===== config.mk =====
export PLATFORM = sky130hd
export DESIGN_NAME = lmd_queue
export DESIGN_NICKNAME = d
export VERILOG_FILES = /design/src/rtl/core/lmd_pkg.sv /design/src/rtl/core/lmd_queue.sv
export SDC_FILE = /design/constraint.sdc
export NUM_CORES = 1
export LEC_CHECK = 0
export BUFFER_PORTS_ARGS = -buffer_cell sky130_fd_sc_hd__buf_2
export CAP_MARGIN = 20
export CORE_ASPECT_RATIO = 0.6
export CORE_MARGIN = 2
export CORE_UTILIZATION = 35
export CTS_CLUSTER_DIAMETER = 60
export DETAILED_ROUTE_END_ITERATION = 10
export PLACE_DENSITY = 0.57
export SLEW_MARGIN = 0
export SYNTH_ARGS = -nofsm -noshare
export SYNTH_HDL_FRONTEND = slang
export SYNTH_SLANG_ARGS = --single-unit

===== constraint.sdc =====
create_clock -name aclk -period 7.3 [get_ports aclk]
set_input_delay 1.46 -clock aclk [delete_from_list [all_inputs] [get_ports aclk]]
set_output_delay 1.46 -clock aclk [all_outputs]
set_load 0.02 [all_outputs]

===== src/rtl/core/lmd_pkg.sv =====
package lmd_pkg;

    localparam int SAMPLE_WIDTH    = 16;
    localparam int MAX_COLUMNS     = 1024;
    localparam int MAX_ROWS        = 1024;
    localparam int INDEX_WIDTH     = 10;
    localparam int COUNT_WIDTH     = 11;
    localparam int CFG_INDEX_WIDTH = 1;
    localparam int COL_ADDR_WIDTH  = $clog2(MAX_COLUMNS);
    localparam int NUM_BANKS       = 3;
    localparam int BANK_WIDTH      = 2;
    localparam int QUEUE_DEPTH     = 4;
    localparam int QUEUE_PTR_WIDTH = $clog2(QUEUE_DEPTH);
    localparam int NUM_FOUND       = 3;

    localparam logic [CFG_INDEX_WIDTH-1:0] REG_ROW_COUNT    = CFG_INDEX_WIDTH'(0);
    localparam logic [CFG_INDEX_WIDTH-1:0] REG_COLUMN_COUNT = CFG_INDEX_WIDTH'(1);

    // Bit positions of the three candidates an item can settle, in output order.
    localparam int FOUND_UPPER = 0;
    localparam int FOUND_LEFT  = 1;
    localparam int FOUND_END   = 2;

    typedef logic signed [SAMPLE_WIDTH-1:0] sample_t;
    typedef logic [INDEX_WIDTH-1:0]         index_t;

    // One queue entry: everything the back end needs to emit the results of one item.
    typedef struct packed {
        logic [NUM_FOUND-1:0] found;
        index_t               row;
        index_t               column;
        sample_t              upper_value;
        sample_t              left_value;
        sample_t              end_value;
    } entry_t;

endpackage


===== src/rtl/core/lmd_queue.sv =====
module lmd_queue
    import lmd_pkg::*;
(
    input  logic   aclk,
    input  logic   aresetn,
    input  logic   push,
    input  entry_t push_entry,
    output logic   full,
    input  logic   pop,
    output logic   head_valid,
    output entry_t head_entry
);

    entry_t                     mem_reg [QUEUE_DEPTH];
    logic [QUEUE_PTR_WIDTH-1:0] wr_ptr_reg, rd_ptr_reg;
    logic [QUEUE_PTR_WIDTH:0]   count_reg, count_next;

    assign full       = (count_reg == (QUEUE_PTR_WIDTH+1)'(QUEUE_DEPTH));
    assign head_valid = (count_reg != '0);
    assign head_entry = mem_reg[rd_ptr_reg];

    always_comb begin
        count_next = count_reg;
        if (push && !pop) begin
            count_next = count_reg + 1'b1;
        end else if (pop && !push) begin
            count_next = count_reg - 1'b1;
        end
    end

    always_ff @(posedge aclk) begin
        if (!aresetn) begin
            wr_ptr_reg <= '0;
            rd_ptr_reg <= '0;
            count_reg  <= '0;
        end else begin
            if (push) begin
                wr_ptr_reg <= wr_ptr_reg + 1'b1;
            end
            if (pop) begin
                rd_ptr_reg <= rd_ptr_reg + 1'b1;
            end
            count_reg <= count_next;
        end
    end

    always_ff @(posedge aclk) begin
        if (push) begin
            mem_reg[wr_ptr_reg] <= push_entry;
        end
    end

endmodule


==> flow_summary.json <==
{
  "path_delay_family": "buffers and inverters",
  "synthArstFlopShare_pct": 0,
  "io_pins": 148,
  "largest_reg_flops": 284,
  "syn_nets": 495,
  "finalHoldViolations": 0,
  "synth_compound_area_share_pct": 0.116,
  "ys_types": 21,
  "cts_tree": "built",
  "post_cts_buffers": 0,
  "setup_viol_count_final": 0,
  "skew_ns": 0.0172,
  "cp_num_buf_inv": 2,
  "timing.setup.tns_ns": 0,
  "required_ns": 5.84,
  "ys_top_cells_by_area": "edfxtp_1, mux4_2, dfxtp_1",
  "synth_xor_area_share_pct": 0.407,
  "yosysWarnings": 0,
  "p_leak_nw": 4.30,
  "worst_pin_slew_ns": 0.795,
  "cts_buffer_depth": 3,
  "grt_overflow_total": 0,
  "crit_path_start_kind": "flip-flop",
  "dieArea_um2": 32200,
  "drtIter0Drc": 303,
  "avgSynthCellArea_um2": 26.0,
  "die_h_um": 140,
  "clock_latency_ns": 0.54,
  "synthMuxAreaShare_pct": 15.1,
  "rsz0062_at_grt": "false",
  "synth_top_cell_area_share_pct": 79.2,
  "drv_cap": 0,
  "synth.most_common_cell": "edfxtp_1",
  "multi_input_area_um2": 1860,
  "start_util_pct": 35.8,
  "ant_nets": 0,
  "grt_pass1_vias": 5254,
  "ir_worst_vdd_mv": 0.139,
  "critical_path_arrival_ns": 3.02,
  "io_buffers": 147,
  "htree_num_levels": 1,
  "syn_to_final_growth_pct": 19.8,
  "remaining_drc_errors": 0,
  "hold_class": "reg2reg",
  "wire_per_inst_um": 20.0,
  "synth_common_cells": "edfxtp_1, mux4_2, and2_1, dfxtp_1",
  "grt_usage_pct": 12.6,
  "post-synth-top-area-cell": "edfxtp_1",
  "dr_total_vias": 4779,
  "post-place-ws_ns": 3.26,
  "ys_seq_area_share_pct": 80.9,
  "max_stage_delay_ns": 0.84,
  "syn_area_um2": 10800,
  "crit_type": "reg2out",
  "ys_seq_elements": 293,
  "cp_cell_sequence": "buf_4 > mux4_1 > buf_2",
  "dp.cells": 958,
  "cts_resized": 0,
  "synthSimpleGateAreaFrac_pct": 0.860,
  "hold_buffers": 0,
  "dpl.hpwl_mm": 11.9,
  "syn_inst": 414,
  "die_x_um": 230,
  "layout_min_cycle_time_ns": 4.48,
  "r2r_slack_ns": 5.20,
  "grt_max_degree": 72,
  "antenna_found_initial": 0,
  "cts-buffers-inserted": 28,
  "gp_congestion": 0.680,
  "routed_wl_mm": 20.2,
  "via_per_inst": 4.73,
  "max_freq_mhz": 223,
  "ys.flop_type": "edfxtp_1",
  "synth-edff-count": 284,
  "root_buffer": "clkbuf_16",
  "nFillCells": 2583,
  "outcome": "finished, final reports clean",
  "cp_slowest_cell": "dfxtp_4",
  "synth_top_family_by_area": "multiplexers",
  "core_um2": 30100,
  "postLayoutCoreUtil_pct": 42.9,
  "period_share_pct": 61.3,
  "drtPass1Iterations": 5,
  "synth_fa_ha_area_share_pct": 0.767,
  "clk_pin_slew_ns": 0.07,
  "power_density_nw_per_um2": 296,
  "fin_nets": 662,
  "n_antenna_cell": 0,
  "grt_pass1_wl_mm": 30.8,
  "instances_no_fill": 1010,
  "slew_viol_final": 0,
  "path_max_fanout": 36,
  "endpoint_kind": "output port",
  "drive_gt1_share_pct": 44.7,
  "cts.sinks": 293,
  "finalWorstSetupSlack_ns": 2.82,
  "relSlewSlack_pct": 47.0,
  "rows": 49,
  "seq_area_um2": 8720
}
==> layer usage <==
layer	vias to the layer above	part of all wire (%)	GRT usage (%)
met5	-	0	0
met4	0	2.0	2.95
met3	33	5.8	3.79
met2	117	48	20.9
met1	2520	44	16.6
li1	2109	-	-
==> path summary, 6_finish.rpt <==
check                                                start                   endpoint  depth (start not counted)
worst max-delay path                             flip-flop             head_entry[66]                          3
worst min-delay path             count_reg[2]$_SDFFE_PN0P_  count_reg[2]$_SDFFE_PN0P_                          2
worst max register to register  wr_ptr_reg[1]$_SDFFE_PN0P_   mem_reg[1][46]$_DFFE_PP_                          4
worst min register to register   count_reg[2]$_SDFFE_PN0P_  count_reg[2]$_SDFFE_PN0P_                          2
==> cell type report <==
type / count / share of cell area, %
Clock buffer: 33 / 5.74
Clock inverter: 18 / 1.52
Inverter: 4 / 0.116
Multi-Input combinational cell: 101 / 14.4
Sequential cell: 293 / 67.5
Tap cell: 408 / 3.96
Timing Repair Buffer: 153 / 6.67
==> cell families after synthesis <==
family / after synthesis
simple gates: 15
buf+inv: 20
mux: 73
xor+xnor: 5
fa+ha+maj: 6
flops: 293
compound gates: 2
==> through the flow <==
| step | area [um^2] | hold WS (ns) | total power [W] |
|---|---|---|---|
| 5_1_grt | 12900 | 0.563 | 0.00398 |
| 6_report | 12900 | 0.533 | 0.00382 |
| 3_5_place_dp | 11900 | 0.532 | 0.00240 |
| 4_1_cts | 12900 | 0.543 | 0.00388 |
| 2_1_floorplan | 10800 | 0.467 | 0.00226 |
| 3_3_place_gp | 11900 | 0.479 | 0.00238 |
==> layout by cell type, fill, tap and decap left out, types with 2 or more instances in the layout <==
master,n
xnor2_1,2
or3_1,2
xor2_1,3
mux4_2,70
dfxtp_4,2
bufinv_16,4
clkinvlp_4,2
nor2b_1,2
buf_16,4
buf_4,2
mux2i_1,2
buf_2,147
inv_1,4
edfxtp_1,284
and2_4,4
clkinv_1,7
ha_1,5
clkbuf_1,4
clkbuf_16,29
clkinv_2,3
and2_1,5
dfxtp_1,7
==> power by group <==
group	internal [W]	total, W	switching [W]
logic	0.000165	0.000389	0.000225
clock network	0.000866	0.00146	0.000598
registers	0.00193	0.00197	0.0000378
==> worst min-delay path, stage by stage, from the launching register on <==
cell	delay (ns)
dfxtp_1	0.33
o21ai_0	0.07
a21boi_0	0.09
(Power assumes the default switching activity.)
