**config.mk**
```make
export PLATFORM = sky130hd
export DESIGN_NAME = lmd_back
export DESIGN_NICKNAME = d
export VERILOG_FILES = /design/src/rtl/core/lmd_pkg.sv /design/src/rtl/core/lmd_back.sv
export SDC_FILE = /design/constraint.sdc
export NUM_CORES = 1
export LEC_CHECK = 0
export BUFFER_PORTS_ARGS = -buffer_cell sky130_fd_sc_hd__buf_4
export CAP_MARGIN = 10
export CORE_ASPECT_RATIO = 1.1
export CORE_MARGIN = 3
export CORE_UTILIZATION = 35
export CTS_CLUSTER_SIZE = 12
export DETAILED_ROUTE_END_ITERATION = 10
export PLACE_DENSITY = 0.66
export SLEW_MARGIN = 30
export SYNTH_ARGS = -nofsm -noshare
export SYNTH_HDL_FRONTEND = slang
export SYNTH_SLANG_ARGS = --single-unit
```
**constraint.sdc**
```tcl
create_clock -name aclk -period 2.19 [get_ports aclk]
set_clock_uncertainty 0.05 [all_clocks]
set_input_delay 0.219 -clock aclk [delete_from_list [all_inputs] [get_ports aclk]]
set_output_delay 0.219 -clock aclk [all_outputs]
set_load 0.01 [all_outputs]
```
**src/rtl/core/lmd_pkg.sv**
```systemverilog
package lmd_pkg;

    localparam int SAMPLE_WIDTH    = 16;
    localparam int MAX_COLUMNS     = 1024;
    localparam int MAX_ROWS        = 1024;
    localparam int INDEX_WIDTH     = 10;
    localparam int COUNT_WIDTH     = 11;
    localparam int CFG_INDEX_WIDTH = 1;
    localparam int COL_ADDR_WIDTH  = $clog2(MAX_COLUMNS);
    localparam int NUM_BANKS       = 3;
    localparam int BANK_WIDTH      = 2;
    localparam int QUEUE_DEPTH     = 4;
    localparam int QUEUE_PTR_WIDTH = $clog2(QUEUE_DEPTH);
    localparam int NUM_FOUND       = 3;

    localparam logic [CFG_INDEX_WIDTH-1:0] REG_ROW_COUNT    = CFG_INDEX_WIDTH'(0);
    localparam logic [CFG_INDEX_WIDTH-1:0] REG_COLUMN_COUNT = CFG_INDEX_WIDTH'(1);

    // Bit positions of the three candidates an item can settle, in output order.
    localparam int FOUND_UPPER = 0;
    localparam int FOUND_LEFT  = 1;
    localparam int FOUND_END   = 2;

    typedef logic signed [SAMPLE_WIDTH-1:0] sample_t;
    typedef logic [INDEX_WIDTH-1:0]         index_t;

    // One queue entry: everything the back end needs to emit the results of one item.
    typedef struct packed {
        logic [NUM_FOUND-1:0] found;
        index_t               row;
        index_t               column;
        sample_t              upper_value;
        sample_t              left_value;
        sample_t              end_value;
    } entry_t;

endpackage

```
**src/rtl/core/lmd_back.sv**
```systemverilog
module lmd_back
    import lmd_pkg::*;
(
    input  logic   aclk,
    input  logic   aresetn,
    input  logic   head_valid,
    input  entry_t head_entry,
    output logic   pop,
    output logic   m_valid,
    input  logic   m_ready,
    output index_t m_row_index,
    output index_t m_column_index,
    output sample_t m_peak_value,
    output logic   m_last_of_run
);

    logic [NUM_FOUND-1:0] done_reg, done_next;
    logic [NUM_FOUND-1:0] remaining, pick, rest;
    logic                 load, last;
    logic                 m_valid_reg, m_valid_next;
    index_t               m_row_reg, m_col_reg, row_sel, col_sel;
    sample_t              m_value_reg, value_sel;
    logic                 m_last_reg;

    assign remaining = head_entry.found & ~done_reg;

    always_comb begin
        pick      = '0;
        row_sel   = head_entry.row;
        col_sel   = head_entry.column;
        value_sel = head_entry.end_value;
        if (remaining[FOUND_UPPER]) begin
            pick[FOUND_UPPER] = 1'b1;
            row_sel           = index_t'(head_entry.row - 1'b1);
            value_sel         = head_entry.upper_value;
        end else if (remaining[FOUND_LEFT]) begin
            pick[FOUND_LEFT] = 1'b1;
            col_sel          = index_t'(head_entry.column - 1'b1);
            value_sel        = head_entry.left_value;
        end else begin
            pick[FOUND_END] = 1'b1;
        end
    end

    assign rest = remaining & ~pick;
    assign last = (rest == '0);
    assign load = head_valid && (!m_valid_reg || m_ready);
    assign pop  = load && last;

    always_comb begin
        done_next    = done_reg;
        m_valid_next = m_valid_reg;
        if (load) begin
            done_next    = last ? '0 : (done_reg | pick);
            m_valid_next = 1'b1;
        end else if (m_ready) begin
            m_valid_next = 1'b0;
        end
    end

    always_ff @(posedge aclk) begin
        if (!aresetn) begin
            done_reg    <= '0;
            m_valid_reg <= 1'b0;
        end else begin
            done_reg    <= done_next;
            m_valid_reg <= m_valid_next;
        end
    end

    always_ff @(posedge aclk) begin
        if (load) begin
            m_row_reg   <= row_sel;
            m_col_reg   <= col_sel;
            m_value_reg <= value_sel;
            m_last_reg  <= last;
        end
    end

    assign m_valid        = m_valid_reg;
    assign m_row_index    = m_row_reg;
    assign m_column_index = m_col_reg;
    assign m_peak_value   = m_value_reg;
    assign m_last_of_run  = m_last_reg;

endmodule

```
==> results.md <==
- Outcome: completed
- Total negative setup slack: 0 ps
- GR Overflow Total: 0
- Sink Count: 41
- Longest Clk Path Bufs: 2
- Storage cell area: 1191 um^2
- CP peak stage delay: 390 ps
- Final period utilization: 74.75%
- Average wire per standard cell: 13.12 um
- Drt drc: 0
- Post-layout min period: 1637 ps
- MaxCap Viol Count: 0
- Buf/Inv on CP: 1
- Starting DRC count in detailed routing: 70
- Routed Antenna Nets: 0
- Synth Instances: ~170
- Initial Util: 36.83%
- Largest cells by area after synthesis: edfxtp_1, mux2i_1, xor2_1
- Min Hold Slack: 140.2 ps
- TritonCTS clock tree: built
- Post-CTS Resized: 0
- Rel. slew slack: 80.14%
- Vias per cell: 4.531
- DR vias: 1631
- Crit-path cells: nor2b_2 -> maj3_1 -> nor2_1 -> buf_4
- Max H-tree Level: 2
- GRT Util Overall: 14.20%
- Area of the multi-input gates: 783.3 um^2
- Area Growth Syn to Fin: 50.83%
- Core region area: 5500 um^2
- Hold Vio Cnt, Final: 0
- Sequential-to-total area share from yosys stat: around 59%
- Layout cells sized above 1: 47.02%
- Crit Path Class: reg -> out
- Num CTS Buffers: 5
- Synth warn: 0
- Fin. max-slew vios: 0
- IO Count: 114
- Max reg flops: 16
- Worst Setup End Kind: output pin
- Post-synth top area share: 54.85%
- Unrepaired setup endpoints after global routing: no
- GP Congestion: 0.6878
- CP Launch Type: flop
- DP HPWL: 3754 um
- Chip width: 78.54 um
- Vias in the first global route: roughly 1600
- Synthesized Nets: 243
- Largest net degree at the start of global routing: 34
- Crit path required time: between 1500 and 2000 ps
- Hold crit path type: in -> reg
- Clock Latency Late Sink: 280 ps
- Unique masters post-synth: 30
- Post-synthesis register bit count: 41
- # diodes: 0
- Worst Path Arrival: ~1400 ps
- DRT Pass-1 Iters: 4
- Global-route wire length before repair: between 7000 and 8000 um
- Slowest stage cell, crit path: maj3_1
- Root buffer cell: clkbuf_8
- Post-CTS Hold Fix Bufs: 0
- Number of port buffers: 113
- Slew at the pin closest to its max-slew limit: 295.2 ps
- Worst-path clk slew: 80 ps
- Die Y: 85.79 um
- Cell taking the most area after synthesis: edfxtp_1
- Largest delay contributor family on the critical path: adder cells
- Postcts setup bufs: 0
- Mapped Avg Cell Area: around 12 um^2
- Static leakage: 1.361 nW
- Cell area after synthesis: 2026 um^2
- Max Clock Freq: 610.8 MHz
- Total Wirelength: approximately 4700 um
- Antenna violations before repair: 0
- CP Max Fanout: 5
- Die ar.: 6738 um^2
- Fillers: approximately 500
- Final #Nets: 361
- PD cells: 585.9 nW/um^2
- Row count: 28
- Worst vdd ir: 0.2746 mV
- Final setup vio count: 0
[power by group]
part           internal [mW]  switching, mW  leakage [nW]  total, mW
combinational          0.208          0.174         0.923      0.382
clock                  0.221          0.248        0.0450      0.469
sequential             0.924         0.0154         0.393      0.940
[Yosys cell counts]
cell and instances:
xor2_1 12, nor3_1 5, or3_1 1, nand2_1 25, nor2_1 6, nor4_1 1
clkbuf_1 2, a21boi_0 1, a31oi_1 1, edfxtp_1 37, nand2b_4 1, ha_1 2
nand3_1 2, mux2i_1 16, nand2b_1 1, or4_4 2, nor2b_1 3, o21ai_1 10
nor4_4 3, or2_4 1, nor3_2 1, buf_2 3, buf_4 1, dfxtp_1 4
o21ai_0 9, xnor2_1 5, nand3b_1 1, a21oi_1 2, maj3_1 1, inv_1 7
[cell families after synthesis]
logic type	count (synthesis)	share of synthesized area (%)
DFF	41	58.80
and+or+nand+nor	53	15.57
buffers and inverters	13	2.780
muxes	16	7.906
adders and majority gates	3	1.729
xor gates and xnor gates	17	7.350
AOI/OAI and AO/OA	23	5.868
[worst register-to-register path: stages, from the launching register on]
cell,delay [ps]
dfxtp_1,340
nand2b_4,180
or4_4,470
nor3_1,220
xor2_1,90
[placed cells by master (no fill, tap or decap), drive strengths merged, types with 3 or more instances in the layout]
cell type	Yosys	final
buf	4	117
edfxtp	37	37
nand2	25	25
o21ai	19	19
mux2i	16	16
xor2	12	12
inv	7	6
nor2	6	6
nor3	6	6
clkbuf	2	6
xnor2	5	5
dfxtp	4	4
nor4	4	4
nor2b	3	3
clkinv	0	3
[per-stage QoR]
step                      power [mW]  util, %  instances  instance area [um^2]  setup slack [ps]
after floorplan                1.115        -        166                  2026             483.4
after global placement         1.337    54.05        352                  2973             573.9
after detailed placement       1.346    54.05        352                  2973             525.4
after CTS                      1.817    55.55        360                  3055             526.5
after global routing           1.887    55.55        360                  3055             457.0
final                          1.790    55.55        360                  3055             552.9
[layout make-up]
type	count	area share, %
clock inverter	2	0.3276
timing repair buffer	117	28.75
multi-input combinational	112	25.63
inverter	7	0.8600
tap	75	3.071
sequential	41	38.98
clock buffer	6	2.375
[layer usage]
layer,routed length (um),track usage [%]
met5,0,0
met4,37,5.723
met3,417,4.202
met2,2439,24.71
met1,1831,16.28
[final timing paths]
kind	startpoint	end	slack, ps	cells after the start
min reg2reg	done_reg[2]$_SDFFE_PN0P_	done_reg[2]$_SDFFE_PN0P_	380	2
max reg2reg	done_reg[0]$_SDFFE_PN0P_	m_row_index[5]$_DFFE_PP_	590	4
min	aresetn	done_reg[2]$_SDFFE_PN0P_	140	3
max	done_reg[0]$_SDFFE_PN0P_	pop	550	4
Note: power is estimated with default switching activity, not from simulation.
